## config.mk

```make
export PLATFORM = sky130hd
export DESIGN_NAME = tbrl_ctrl
export DESIGN_NICKNAME = d
export VERILOG_FILES = /design/src/sv/tbrl_pkg.sv /design/src/sv/tbrl_ctrl.sv
export SDC_FILE = /design/constraint.sdc
export NUM_CORES = 1
export LEC_CHECK = 0
export BUFFER_PORTS_ARGS = -buffer_cell sky130_fd_sc_hd__clkbuf_2
export CORE_MARGIN = 3
export CORE_UTILIZATION = 43
export CTS_CLUSTER_SIZE = 8
export DETAILED_ROUTE_END_ITERATION = 6
export GPL_TIMING_DRIVEN = 0
export PLACE_DENSITY = 0.78
export SLEW_MARGIN = 20
export SYNTH_ARGS = -nofsm -noshare
export SYNTH_HDL_FRONTEND = slang
export SYNTH_SLANG_ARGS = --single-unit
```

## constraint.sdc

```tcl
create_clock -name clk -period 2 [get_ports clk]
set_input_delay 0 -clock clk [delete_from_list [all_inputs] [get_ports clk]]
set_output_delay 0 -clock clk [all_outputs]
set_load 0.005 [all_outputs]
```

## src/sv/tbrl_pkg.sv

```systemverilog
// ----------------------------------------------------------------------------
// tbrl_pkg
// Shared types and constants for the tile binning reference list unit.
// ----------------------------------------------------------------------------
package tbrl_pkg;

  localparam int MAX_SPLATS    = 1024;
  localparam int MAX_GRID_SIDE = 64;
  localparam int TILE_SLOTS    = MAX_GRID_SIDE * MAX_GRID_SIDE;
  localparam int MAX_REFS      = 16384;

  localparam int SPLAT_W = $clog2(MAX_SPLATS);
  localparam int LOAD_W  = SPLAT_W + 1;
  localparam int SIDE_W  = 7;
  localparam int COORD_W = 6;
  localparam int TILE_W  = $clog2(TILE_SLOTS);
  localparam int TCNT_W  = TILE_W + 1;
  localparam int REF_W   = $clog2(MAX_REFS);
  localparam int OFS_W   = REF_W + 1;
  localparam int CNT_W   = 11;
  localparam int AREA_W  = 2 * COORD_W + 1;
  localparam int RECT_W  = 4 * COORD_W;
  localparam int CFG_IDX_W = 2;

  typedef enum logic [1:0] {
    KIND_LOAD  = 2'd0,
    KIND_TILE  = 2'd1,
    KIND_ENTRY = 2'd2,
    KIND_NONE  = 2'd3
  } kind_t;

  typedef enum logic [2:0] {
    ST_OK          = 3'd0,
    ST_OUT_OF_GRID = 3'd1,
    ST_INVERTED    = 3'd2,
    ST_OVERFLOW    = 3'd3,
    ST_TOO_MANY    = 3'd4,
    ST_QUERY_BAD   = 3'd5
  } status_t;

  localparam logic [CFG_IDX_W-1:0] CFG_COLUMNS = 2'd0;
  localparam logic [CFG_IDX_W-1:0] CFG_ROWS    = 2'd1;

  typedef enum logic [4:0] {
    S_INIT, S_IDLE, S_DECODE, S_LD_PREP, S_LD_CHECK, S_LD_RD, S_LD_WR,
    S_PS_RD, S_PS_WR, S_PS_END, S_SC_RECT, S_SC_LOAD, S_SC_RD, S_SC_WR,
    S_Q1_RD0, S_Q1_RD1, S_Q1_FIN, S_Q2_RD, S_Q2_FIN, S_RESP
  } state_t;

  typedef struct packed {
    logic in_ready;
    logic clr_step;
    logic res_clear;
    logic res_bad;
    logic prep;
    logic check;
    logic tile_rd;
    logic tile_wr;
    logic ps_start;
    logic ps_rd;
    logic ps_wr;
    logic ps_end;
    logic sc_rect;
    logic sc_load;
    logic sc_rd;
    logic sc_wr;
    logic sc_next;
    logic finish;
    logic q1_rd0;
    logic q1_rd1;
    logic q1_fin;
    logic q2_rd;
    logic q2_fin;
    logic push;
  } cmd_t;

  typedef struct packed {
    logic  in_fire;
    logic  clr_last;
    kind_t kind;
    logic  final_splat;
    logic  q1_bad;
    logic  q2_bad;
    logic  load_ok;
    logic  tile_last;
    logic  tiles_zero;
    logic  ps_last;
    logic  no_splats;
    logic  s_last;
    logic  out_free;
  } stat_t;

endpackage

```

## src/sv/tbrl_ctrl.sv

```systemverilog
// ----------------------------------------------------------------------------
// tbrl_ctrl
// Sequencer for load, prefix sum, scatter and query requests.
// ----------------------------------------------------------------------------
module tbrl_ctrl (
  input  logic            clk,
  input  logic            rst_n,
  input  tbrl_pkg::stat_t stat,
  output tbrl_pkg::cmd_t  cmd
);

  tbrl_pkg::state_t state_r, state_nxt;

  always_ff @(posedge clk) begin
    if (!rst_n) begin
      state_r <= tbrl_pkg::S_INIT;
    end else begin
      state_r <= state_nxt;
    end
  end

  always_comb begin
    tbrl_pkg::state_t after_load;
    after_load = tbrl_pkg::S_RESP;
    if (stat.final_splat) begin
      after_load = stat.tiles_zero ? tbrl_pkg::S_PS_END : tbrl_pkg::S_PS_RD;
    end
    cmd = '0;
    state_nxt = state_r;
    case (state_r)
      tbrl_pkg::S_INIT: begin
        cmd.clr_step = 1'b1;
        if (stat.clr_last) state_nxt = tbrl_pkg::S_IDLE;
      end
      tbrl_pkg::S_IDLE: begin
        cmd.in_ready = 1'b1;
        if (stat.in_fire) state_nxt = tbrl_pkg::S_DECODE;
      end
      tbrl_pkg::S_DECODE: begin
        cmd.res_clear = 1'b1;
        case (stat.kind)
          tbrl_pkg::KIND_LOAD: state_nxt = tbrl_pkg::S_LD_PREP;
          tbrl_pkg::KIND_TILE: begin
            cmd.res_bad = stat.q1_bad;
            state_nxt = stat.q1_bad ? tbrl_pkg::S_RESP : tbrl_pkg::S_Q1_RD0;
          end
          tbrl_pkg::KIND_ENTRY: begin
            cmd.res_bad = stat.q2_bad;
            state_nxt = stat.q2_bad ? tbrl_pkg::S_RESP : tbrl_pkg::S_Q2_RD;
          end
          default: begin
            cmd.res_bad = 1'b1;
            state_nxt = tbrl_pkg::S_RESP;
          end
        endcase
      end
      tbrl_pkg::S_LD_PREP: begin
        cmd.prep = 1'b1;
        state_nxt = tbrl_pkg::S_LD_CHECK;
      end
      tbrl_pkg::S_LD_CHECK: begin
        cmd.check = 1'b1;
        cmd.ps_start = 1'b1;
        state_nxt = stat.load_ok ? tbrl_pkg::S_LD_RD : after_load;
      end
      tbrl_pkg::S_LD_RD: begin
        cmd.tile_rd = 1'b1;
        state_nxt = tbrl_pkg::S_LD_WR;
      end
      tbrl_pkg::S_LD_WR: begin
        cmd.tile_wr = 1'b1;
        state_nxt = stat.tile_last ? after_load : tbrl_pkg::S_LD_RD;
      end
      tbrl_pkg::S_PS_RD: begin
        cmd.ps_rd = 1'b1;
        state_nxt = tbrl_pkg::S_PS_WR;
      end
      tbrl_pkg::S_PS_WR: begin
        cmd.ps_wr = 1'b1;
        state_nxt = stat.ps_last ? tbrl_pkg::S_PS_END : tbrl_pkg::S_PS_RD;
      end
      tbrl_pkg::S_PS_END: begin
        cmd.ps_end = 1'b1;
        if (stat.no_splats) begin
          cmd.finish = 1'b1;
          state_nxt = tbrl_pkg::S_RESP;
        end else begin
          state_nxt = tbrl_pkg::S_SC_RECT;
        end
      end
      tbrl_pkg::S_SC_RECT: begin
        cmd.sc_rect = 1'b1;
        state_nxt = tbrl_pkg::S_SC_LOAD;
      end
      tbrl_pkg::S_SC_LOAD: begin
        cmd.sc_load = 1'b1;
        state_nxt = tbrl_pkg::S_SC_RD;
      end
      tbrl_pkg::S_SC_RD: begin
        cmd.sc_rd = 1'b1;
        state_nxt = tbrl_pkg::S_SC_WR;
      end
      tbrl_pkg::S_SC_WR: begin
        cmd.sc_wr = 1'b1;
        if (!stat.tile_last) begin
          state_nxt = tbrl_pkg::S_SC_RD;
        end else if (stat.s_last) begin
          cmd.finish = 1'b1;
          state_nxt = tbrl_pkg::S_RESP;
        end else begin
          cmd.sc_next = 1'b1;
          state_nxt = tbrl_pkg::S_SC_RECT;
        end
      end
      tbrl_pkg::S_Q1_RD0: begin
        cmd.q1_rd0 = 1'b1;
        state_nxt = tbrl_pkg::S_Q1_RD1;
      end
      tbrl_pkg::S_Q1_RD1: begin
        cmd.q1_rd1 = 1'b1;
        state_nxt = tbrl_pkg::S_Q1_FIN;
      end
      tbrl_pkg::S_Q1_FIN: begin
        cmd.q1_fin = 1'b1;
        state_nxt = tbrl_pkg::S_RESP;
      end
      tbrl_pkg::S_Q2_RD: begin
        cmd.q2_rd = 1'b1;
        state_nxt = tbrl_pkg::S_Q2_FIN;
      end
      tbrl_pkg::S_Q2_FIN: begin
        cmd.q2_fin = 1'b1;
        state_nxt = tbrl_pkg::S_RESP;
      end
      tbrl_pkg::S_RESP: begin
        if (stat.out_free) begin
          cmd.push = 1'b1;
          state_nxt = tbrl_pkg::S_IDLE;
        end
      end
      default: state_nxt = tbrl_pkg::S_INIT;
    endcase
  end

endmodule

```

Word level (Yosys, flattened, before mapping)
Index checks and enable logic that the tools add are counted.
{ "word_totals": {"regBits": 5, "latchBits": 0, "mem_bits_rw": 0, "romBits": 0, "input_bits": 16, "memories": 0} }
{ "classes": {"addsub": 0, "n_mul": 0, "div_mod_pow": 0, "magnitude_cmp": 0, "n_eq_ne": 24, "n_shift": 0, "muxes": 42, "bitwise": 0, "reduce_logical": 4} }
{ "ops": {"columns": ["op", "count"], "rows": [
  ["$pmux W5 S19", 1],
  ["$mux W5", 10],
  ["$eq A5 B4 Y1 const B", 8],
  ["$mux W1", 22],
  ["$eq A5 B3 Y1 const B", 4],
  ["$eq A5 B5 Y1 const B", 4],
  ["$pmux W5 S3", 1],
  ["$eq A5 B2 Y1 const B", 2],
  ["$mux W2", 4],
  ["$mux W4", 2],
  ["$ne A2 B2 Y1 const B", 3],
  ["$eq A5 B1 Y1 const B", 1],
  ["$logic_not A5 Y1", 1],
  ["$pmux W1 S3", 1],
  ["$reduce_and A3 Y1", 1],
  ["$eq A2 B1 Y1 const B", 1],
  ["$eq A2 B2 Y1 const B", 1],
  ["$logic_not A2 Y1", 1],
  ["$pmux W1 S2", 1],
  ["$reduce_or A2 Y1", 1]
]} }

Logic depth before layout (Yosys ltp)
Gate-level depths: netlist (run 1).
{ "logic_depth": {"depth_word": 4, "depth_mapped": 7, "ltp_nobuf": 5} }

Worst setup path before layout (run 1)
Ideal clock, no wire load.
{ "synth_path": {"kind": "register -> register", "startpoint": "register state_r[1]", "endpoint": "register state_r[1]", "arrival_ns": 1.357, "required_ns": 1.867, "path_slack_ns": 0.509, "path_stages_with_launch": 7, "path_buffers": 1, "synth_period_minus_slack_ns": 1.491, "cell_sequence": "dfxtp_1 > or3_1 > buf_2 > o311ai_1 > nor2_1 > o41ai_1 > o41ai_1"} }
{ "synth_between": {"elab_chain_len": 3, "elab_cells_between_ends": 26, "cone_classes": "22 x eq/ne; 1 x mux; 3 x reduce/logical"} }
{ "synth_rtl": {"columns": ["item", "line_no", "rtl"], "rows": [
  ["from (decl)", "tbrl_ctrl.sv:12", "tbrl_pkg::state_t state_r, state_nxt;"],
  ["from (signal assigned)", "tbrl_ctrl.sv:16", "state_r <= tbrl_pkg::S_INIT;"],
  ["from (signal assigned)", "tbrl_ctrl.sv:18", "state_r <= state_nxt;"],
  ["$eq A5 B5 Y1 (tied with other cells)", "tbrl_ctrl.sv:30", "case (state_r)"],
  ["$reduce_or A2 Y1 (no source line) / $ne A2 B2 Y1 (equally long branches)", null, null],
  ["$pmux W5 S19 / $reduce_and A3 Y1 (equally long branches)", null, null]
]} }
Several ways; a longest one is shown, not always the timed one.
A chain may end at the register's enable or synchronous reset.

==> results of run 1 <==
[cell usage after synthesis (all sizes together)]
library cell,instances,area (µm²)
nor2,24,92.6
nand2,12,45.0
a21oi,10,50.1
inv,9,33.8
nor3,8,40.0
buf,6,32.5
clkbuf,6,23.8
nand2b,6,37.5
dfxtp,5,100
o21ai,5,25.0
a31oi,3,18.8
nor2b,3,18.8
o22ai,3,18.8
or3,3,18.8
a2bb2oi,2,17.5
o32ai,2,17.5
o41ai,2,17.5
or2,2,12.5
or3b,2,17.5
a211o,1,8.76
a211oi,1,7.51
a21boi,1,7.51
nand3,1,5.00
nand3b,1,7.51
nor4,1,6.26
o2111ai,1,8.76
o22a,1,8.76
o311ai,1,8.76
o31ai,1,7.51
or4b,1,10.0
[tightest hold or removal path: stages]
cell,delay (ns)
sky130_fd_sc_hd__clkbuf_2,0.12
sky130_fd_sc_hd__nand2_1,0.05
sky130_fd_sc_hd__o21ai_1,0.06
[path summary, 6_finish.rpt]
path               from    endpoint  cells past startpoint
max          state_r[1]     cmd[20]                      5
min               rst_n  state_r[0]                      3
max reg2reg  state_r[1]  state_r[1]                      6
min reg2reg  state_r[2]  state_r[2]                      4
[per-layer routing]
layer | up-vias | share of wire (%) | track usage, %
li1 | 525 | - | -
met1 | 438 | 44 | 30.6
met2 | 70 | 45 | 35.0
met3 | 4 | 10 | 3.45
met4 | 0 | 0.97 | 7.18
met5 | - | 0 | 0
[layout make-up]
| class | count | area share (%) |
|---|---|---|
| multi-input combinational | 98 | 54.7 |
| timing repair buffer | 40 | 21.0 |
| sequential | 5 | 10.3 |
| buffer | 12 | 5.77 |
| inverter | 9 | 3.46 |
| clock buffer | 4 | 2.69 |
| tap | 16 | 2.05 |
[layout by cell type, fill, tap and decap left out, drive strengths merged, types with 3 or more instances in the layout]
cell type / Yosys / routed
o22ai: 3 / 3
o21ai: 5 / 5
or3: 3 / 3
dfxtp: 5 / 5
nand2b: 6 / 6
nor3: 8 / 8
buf: 6 / 6
a31oi: 3 / 3
a21oi: 10 / 10
nand2: 12 / 12
nor2b: 3 / 3
clkbuf: 6 / 49
nor2: 24 / 24
inv: 9 / 9
[report_power, final]
group / switching (W) / internal, W / total [W]
clock network: 0.0000403 / 0.0000754 / 0.000116
registers: 0.0000335 / 0.000134 / 0.000168
logic: 0.000475 / 0.000304 / 0.000779
[timing repair]
item                                   in CTS  in global routing
endpoints found under the hold margin       1                  0
buffers inserted                            0                  0
hold buffers                                1                  0
gates resized for setup                     0                  0
[cell families (layout without fill, tap and decap cells)]
kind of cell,Yosys count,count (layout)
DFF,5,5
AOI/OAI and AO/OA,34,34
buffers and inverters,21,65
and+or+nand+nor,64,64
[metrics by stage]
stage	area, µm²	utilization, %	cells	hold slack, ns
finish	976	63.3	184	0.0251
floorplan	724	-	124	0.0354
CTS	976	63.3	184	0.0233
global placement	940	61.0	179	0.223
detailed placement	940	61.0	179	0.229
global route	976	63.3	184	0.0339
==> results summary, run 1 <==
The run finished with clean final reports. The weighted congestion at the end of routability-driven global placement is 0.923. Grouping stages by cell kind, the critical path spends the most delay in simple AND/OR/NAND/NOR gates. STA classifies the critical path startpoint as a register. The total of endpoints with negative setup slack in the final report is 0. The DRC violations left came out at 0. The total die area is 2210 µm².

The total buffers and inverters traversed by the critical path is 2. The complex-gate fraction of the synthesized area is 30.7%. In this run the static leakage power is 0.478 nW. The synthesized design contains 5 register bits. The count of final hold-check violations came out at 0.

Counting the buffers created by CTS gives 3. The worst endpoint required time is 2.00 ns. The register area came out at 100 µm². The number of antenna violations at the first check in global routing came out at 0.

The clock skew after layout came out at 0.000421 ns. Using the TritonRoute via totals, the vias-per-cell ratio works out to 5.64. The max capacitance violation total is 0. The half-perimeter wire length after placement came out at 1900 µm.

The net count of the mapped netlist came out at 140. The endpoint kind of the worst setup timing path is an output port. The total vias in the final route came out at 1037. After synthesis the cells add up to 724 µm². The post-layout total power came out at 0.00106 W. The worst hold path belongs to the class in2reg.

IR analysis of the VDD net gives a maximum drop of 0.570 mV. In the synthesized netlist, the number of instances is 124. The area share of fa/ha/maj cells after synthesis is 0%.

The post-route minimum period came out at 1.79 ns. Clock-pin slew was measured on the worst setup and hold paths at 0.04 ns. The relative max-transition margin came out at 67.2%.

Data arrives at the worst endpoint at 1.79 ns. The final routed wirelength across all metal layers is 2380 µm. The register with the most flip-flops in the layout has 5 of them. The via count of the first global-routing pass was 881.

At the pin with the least slew margin, the transition time is 0.492 ns. The fill cell instance count of the final layout came out at 154. The total grt overflow came out at 0. TritonCTS built the clock tree. The largest registers in the layout are state_r x5. The core region area is 1540 µm².

The fraction of the mapped netlist area in simple logic gates is 43.0%. In the final layout, the share of cells above drive strength 1 is 31.0%. The setup TNS is 0 ns.

The count of cell types in the netlist came out at 36. After synthesis, the largest family of logic cells by area is simple AND/OR/NAND/NOR gates. Walking the worst path, the cells encountered are nand2b_1 > clkbuf_1 > or3_1 > a21oi_1 > clkbuf_2.

The combined area of the multi-input logic cells came out at 534 µm². The net count of the finished layout is 185. During placement, the flow inserted port buffers numbering 39. In the final routed layout, each cell accounts on average for 12.9 µm. By startpoint and endpoint, the worst setup path is classified as reg2out.

The sequential cell area fraction in the yosys report is 13.8%. The peak clock frequency supported by timing is 560 MHz. 0 antenna diodes ended up in the layout.

The number of slew-limit violations in the final report came out at 0. CTS built an H-tree with a depth of 1. After Yosys synthesis, XOR and XNOR cells account for 0% of the synthesized area. The I/O pin total came out at 40. Setup repair after global routing left no endpoint under its margin. The area growth from synthesis to layout came out at 34.7%. The maximum number of pins on one net before global-route repair came out at 11. In this run the mean area of a mapped cell was 5.84 µm². Along the worst path, the maximum fanout reaches 10. The wire length of the first global-routing pass came out at 3670 µm. At the later pin of the worst-skew pair, clock insertion delay measures 0.24 ns. The Yosys step of the flow raised 0 warnings.

The number of buffers on the longest clock path is 2. The number of detailed-route iterations in the first pass is 4. The global-route usage over all layers is 22.1%. The worst setup margin is 0.214 ns. The die is 47.0 µm tall.

The effective utilization at floorplan is 47.0%. Of the available clock period, the critical path in the final layout requires 89.3%. Measured against the total synthesized area, the mux share comes to 0%. Measured along the x axis, the die boundary spans 47.0 µm. The setup slack of the worst register-to-register path came out at 0.27 ns. The detailed router finished its first iteration with 49 violations. The clock drives 5 sinks. The power per cell area is 1090 nW/µm².

The cell at the root of the clock tree is sky130_fd_sc_hd__clkbuf_4. The pre-CTS setup slack is 0.266 ns. The row count is 14. The detail route stage leaves a number of antenna-violating nets equal to 0.

The master of the slowest instance on the critical path is sky130_fd_sc_hd__dfxtp_1. More flip-flops sit in one register than any other, and that register is state_r. The largest stage delay on the critical path is 0.47 ns.
(Power assumes the default switching activity.)
==> run 2: changes to the inputs <==
CORE_UTILIZATION = 45   (was 43)
CTS_BUF_LIST = sky130_fd_sc_hd__clkbuf_4 sky130_fd_sc_hd__clkbuf_8   (was not set)
PLACE_DENSITY = 0.81   (was 0.78)
==> run 2 against run 1 <==
Against the previous run:
- worst setup slack better by 0.036 ns
- non-clock buffer count unchanged
- highest routed layer unchanged
- sequential power about the same
- clock power up 16%
- global-route usage up 2.1 points
- first-iteration DRC count down 6.1%
- design area up 0.26%
- power up 0.26%
- clock skew up 0.012 ns
- combinational power down 2%
- sequential share of layout area about the same
==> results summary, run 2 (synthesis gave the netlist of run 1 again) <==
The largest registers in the layout are state_r x5. The register area is 100 µm². The critical path class is reg2out. The setup TNS is 0 ns. After detailed routing, the wire length on met1 is 949 µm. The cell at the root of the clock tree is sky130_fd_sc_hd__clkbuf_4.

The final routed wirelength across all metal layers came out at 2300 µm. The critical-path maximum fanout came out at 8. The flow ran to the end, and the final reports show no timing, DRC or antenna violations.

The total die area is 2130 µm². The quantity of gates resized following cts came out at 0. Leaving out fill and tap cells, the most frequent cells in the layout are 40 x sky130_fd_sc_hd__clkbuf_2, 23 x sky130_fd_sc_hd__nor2_1, 12 x sky130_fd_sc_hd__nand2_1, 10 x sky130_fd_sc_hd__a21oi_1.

The count of final hold-check violations is 0. For the pin with the worst max-slew slack, the measured transition is 0.446 ns. The share of the cycle needed by the critical path after routing is 87.5%. VDD sags by at most 0.712 mV. The depth of the CTS H-tree is 1.

After detailed routing, the number of remaining DRC violations is 0. At the worst endpoint, the required time is 2.00 ns. Counting the buffers created by CTS gives 3. The half-perimeter wire length after placement is 1860 µm. The core region area is 1400 µm². After detailed routing, no signal wire sits above met4. In this run the most critical hold path is launched from rst_n. The number of I/O port buffers came out at 39. The post-route minimum period is 1.75 ns. Derived from the worst setup path, the maximum achievable clock frequency is 572 MHz. The layout cell share with drive strength beyond 1 is 31.5%.

The power per cell area came out at 1090 nW/µm². The via count of the first global-routing pass came out at 888. The type of origin of the critical path is a register. The row count is 13. The average wire per cell in the routed design is 12.6 µm. The setup slack of the worst register-to-register path came out at 0.29 ns.

The CTS tree is built. The clock latency reported for the late side of the worst-skew pair came out at 0.25 ns. The number of antenna diodes came out at 0. The number of cells traversed by the worst register-to-register path came out at 6. The number of stages on the worst hold path came out at 3. Setup violations remaining at the end of the flow were counted as 0.

The detailed-routed wire length on met2 came out at 1060 µm. The fill cell instance count of the final layout came out at 123. The number of vias per cell is 5.70. The global-route usage over all layers came out at 24.2%. The register with the most flip-flops in the final layout is state_r.

The die height is 46.1 µm. The clock skew after layout is 0.0121 ns. The path category of the worst min-delay check is in2reg.

The first global-routing pass estimated 3800 µm of wire. STA classifies the critical path endpoint as an output port. Leaving out fill and tap cells, the most frequent cell in the layout is sky130_fd_sc_hd__clkbuf_2. In the detailed route, the total length drawn on met3 is 277 µm.

Walking the worst path, the cells encountered are buf_2 > or2_1 > clkbuf_1 > or3_1 > a21oi_1 > clkbuf_2. The I/O pin total came out at 40. The weighted congestion at the end of routability-driven global placement is 0.957. The endpoint identified for the worst register-to-register timing path is state_r[1]. In this run the critical register-to-register path is launched from state_r[2]. From synthesis to final layout, the design area changed by 35.1%.

The number of antenna violations at the first check in global routing is 0. Among all stages on the critical path, the largest delay is contributed by sky130_fd_sc_hd__or3_1. The clock-pin transition on the worst setup and hold timing paths came out at 0.04 ns. The number of detailed-route iterations in the first pass is 4. The leakage dissipation came out at 0.482 nW. The combined area of the multi-input logic cells is 534 µm². Once detail routing completed, the nets flagged for antenna violations numbered 0. The die width came out at 46.1 µm.

The worst path arrival time came out at 1.75 ns. The total grt overflow is 0. Setup repair after global routing left no endpoint under its margin.

The register with the most flip-flops in the layout has 5 of them. Entering global routing, the biggest net connects 11 pins. Cells fill 69.9% of the core in the end.

The total vias in the final route came out at 1043. The relative max-transition margin is 70.3%. Tracing the worst setup path back leads to its startpoint at state_r[3]. The max capacitance violation total came out at 0.

The number of slew-limit violations in the final report came out at 0. For this design, the sink count on the clock tree is 5. The number of buffers on the longest clock path is 2. The path with the worst hold slack has its endpoint at state_r[0]. The net count of the finished layout came out at 185. On the worst path, the slowest cell contributes a delay of 0.40 ns.

The number of DRC markers in iteration 0 is 46. For this configuration, the core starts out at a cell density of 51.8%.
run 2: layout make-up:
class / count / share of cell area (%)
buffer: 12 / 5.75
multi-input combinational: 98 / 54.6
timing repair buffer: 40 / 21.0
clock buffer: 4 / 3.07
tap: 15 / 1.92
sequential: 5 / 10.2
inverter: 9 / 3.45
run 2: timing repair:
item / 4_1_cts / 5_1_grt
hold buffers: 1 / 0
setup buffers: 0 / 0
hold endpoints to repair: 1 / 0
run 2: report_power, final:
group / switching (W) / internal (W) / total [W] / leakage (nW)
sequential: 0.0000332 / 0.000134 / 0.000167 / 0.0408
combinational: 0.000459 / 0.000303 / 0.000763 / 0.422
clock: 0.0000457 / 0.0000892 / 0.000135 / 0.0184
run 2: worst max-delay path by stage:
| stage | to | slack (ns) | depth (start not counted) |
|---|---|---|---|
| CTS | cmd[20] | 0.25 | 6 |
| floorplan | state_r[1] | 0.51 | 6 |
| finish | cmd[20] | 0.25 | 6 |
| detailed placement | state_r[1] | 0.32 | 6 |
| global placement | state_r[1] | 0.36 | 6 |
| global route | cmd[20] | 0.11 | 6 |
run 2: routing by layer:
metal  global-route usage, %  up-vias
li1                        -      525
met1                    31.5      443
met2                    40.1       73
met3                    5.08        2
met4                    6.25        0
met5                       0        -
run 2: critical path, delay by kind of cell (launching register included):
kind / cells / cell delay, ns
AO/OA/AOI/OAI: 1 / 0.13
buffers and inverters: 3 / 0.45
flip-flops: 1 / 0.29
AND/OR/NAND/NOR: 2 / 0.62
run 2: per-stage QoR:
stage / cells / area (µm²) / total power (W) / hold slack [ns] / worst slack (ns)
after global placement: 178 / 938 / 0.000917 / 0.231 / 0.360
final: 183 / 978 / 0.00106 / 0.0281 / 0.251
after detailed placement: 178 / 938 / 0.000924 / 0.237 / 0.318
after floorplan: 124 / 724 / 0.000699 / 0.0354 / 0.509
after global routing: 183 / 978 / 0.00117 / 0.0266 / 0.114
after CTS: 183 / 978 / 0.00107 / 0.0164 / 0.246
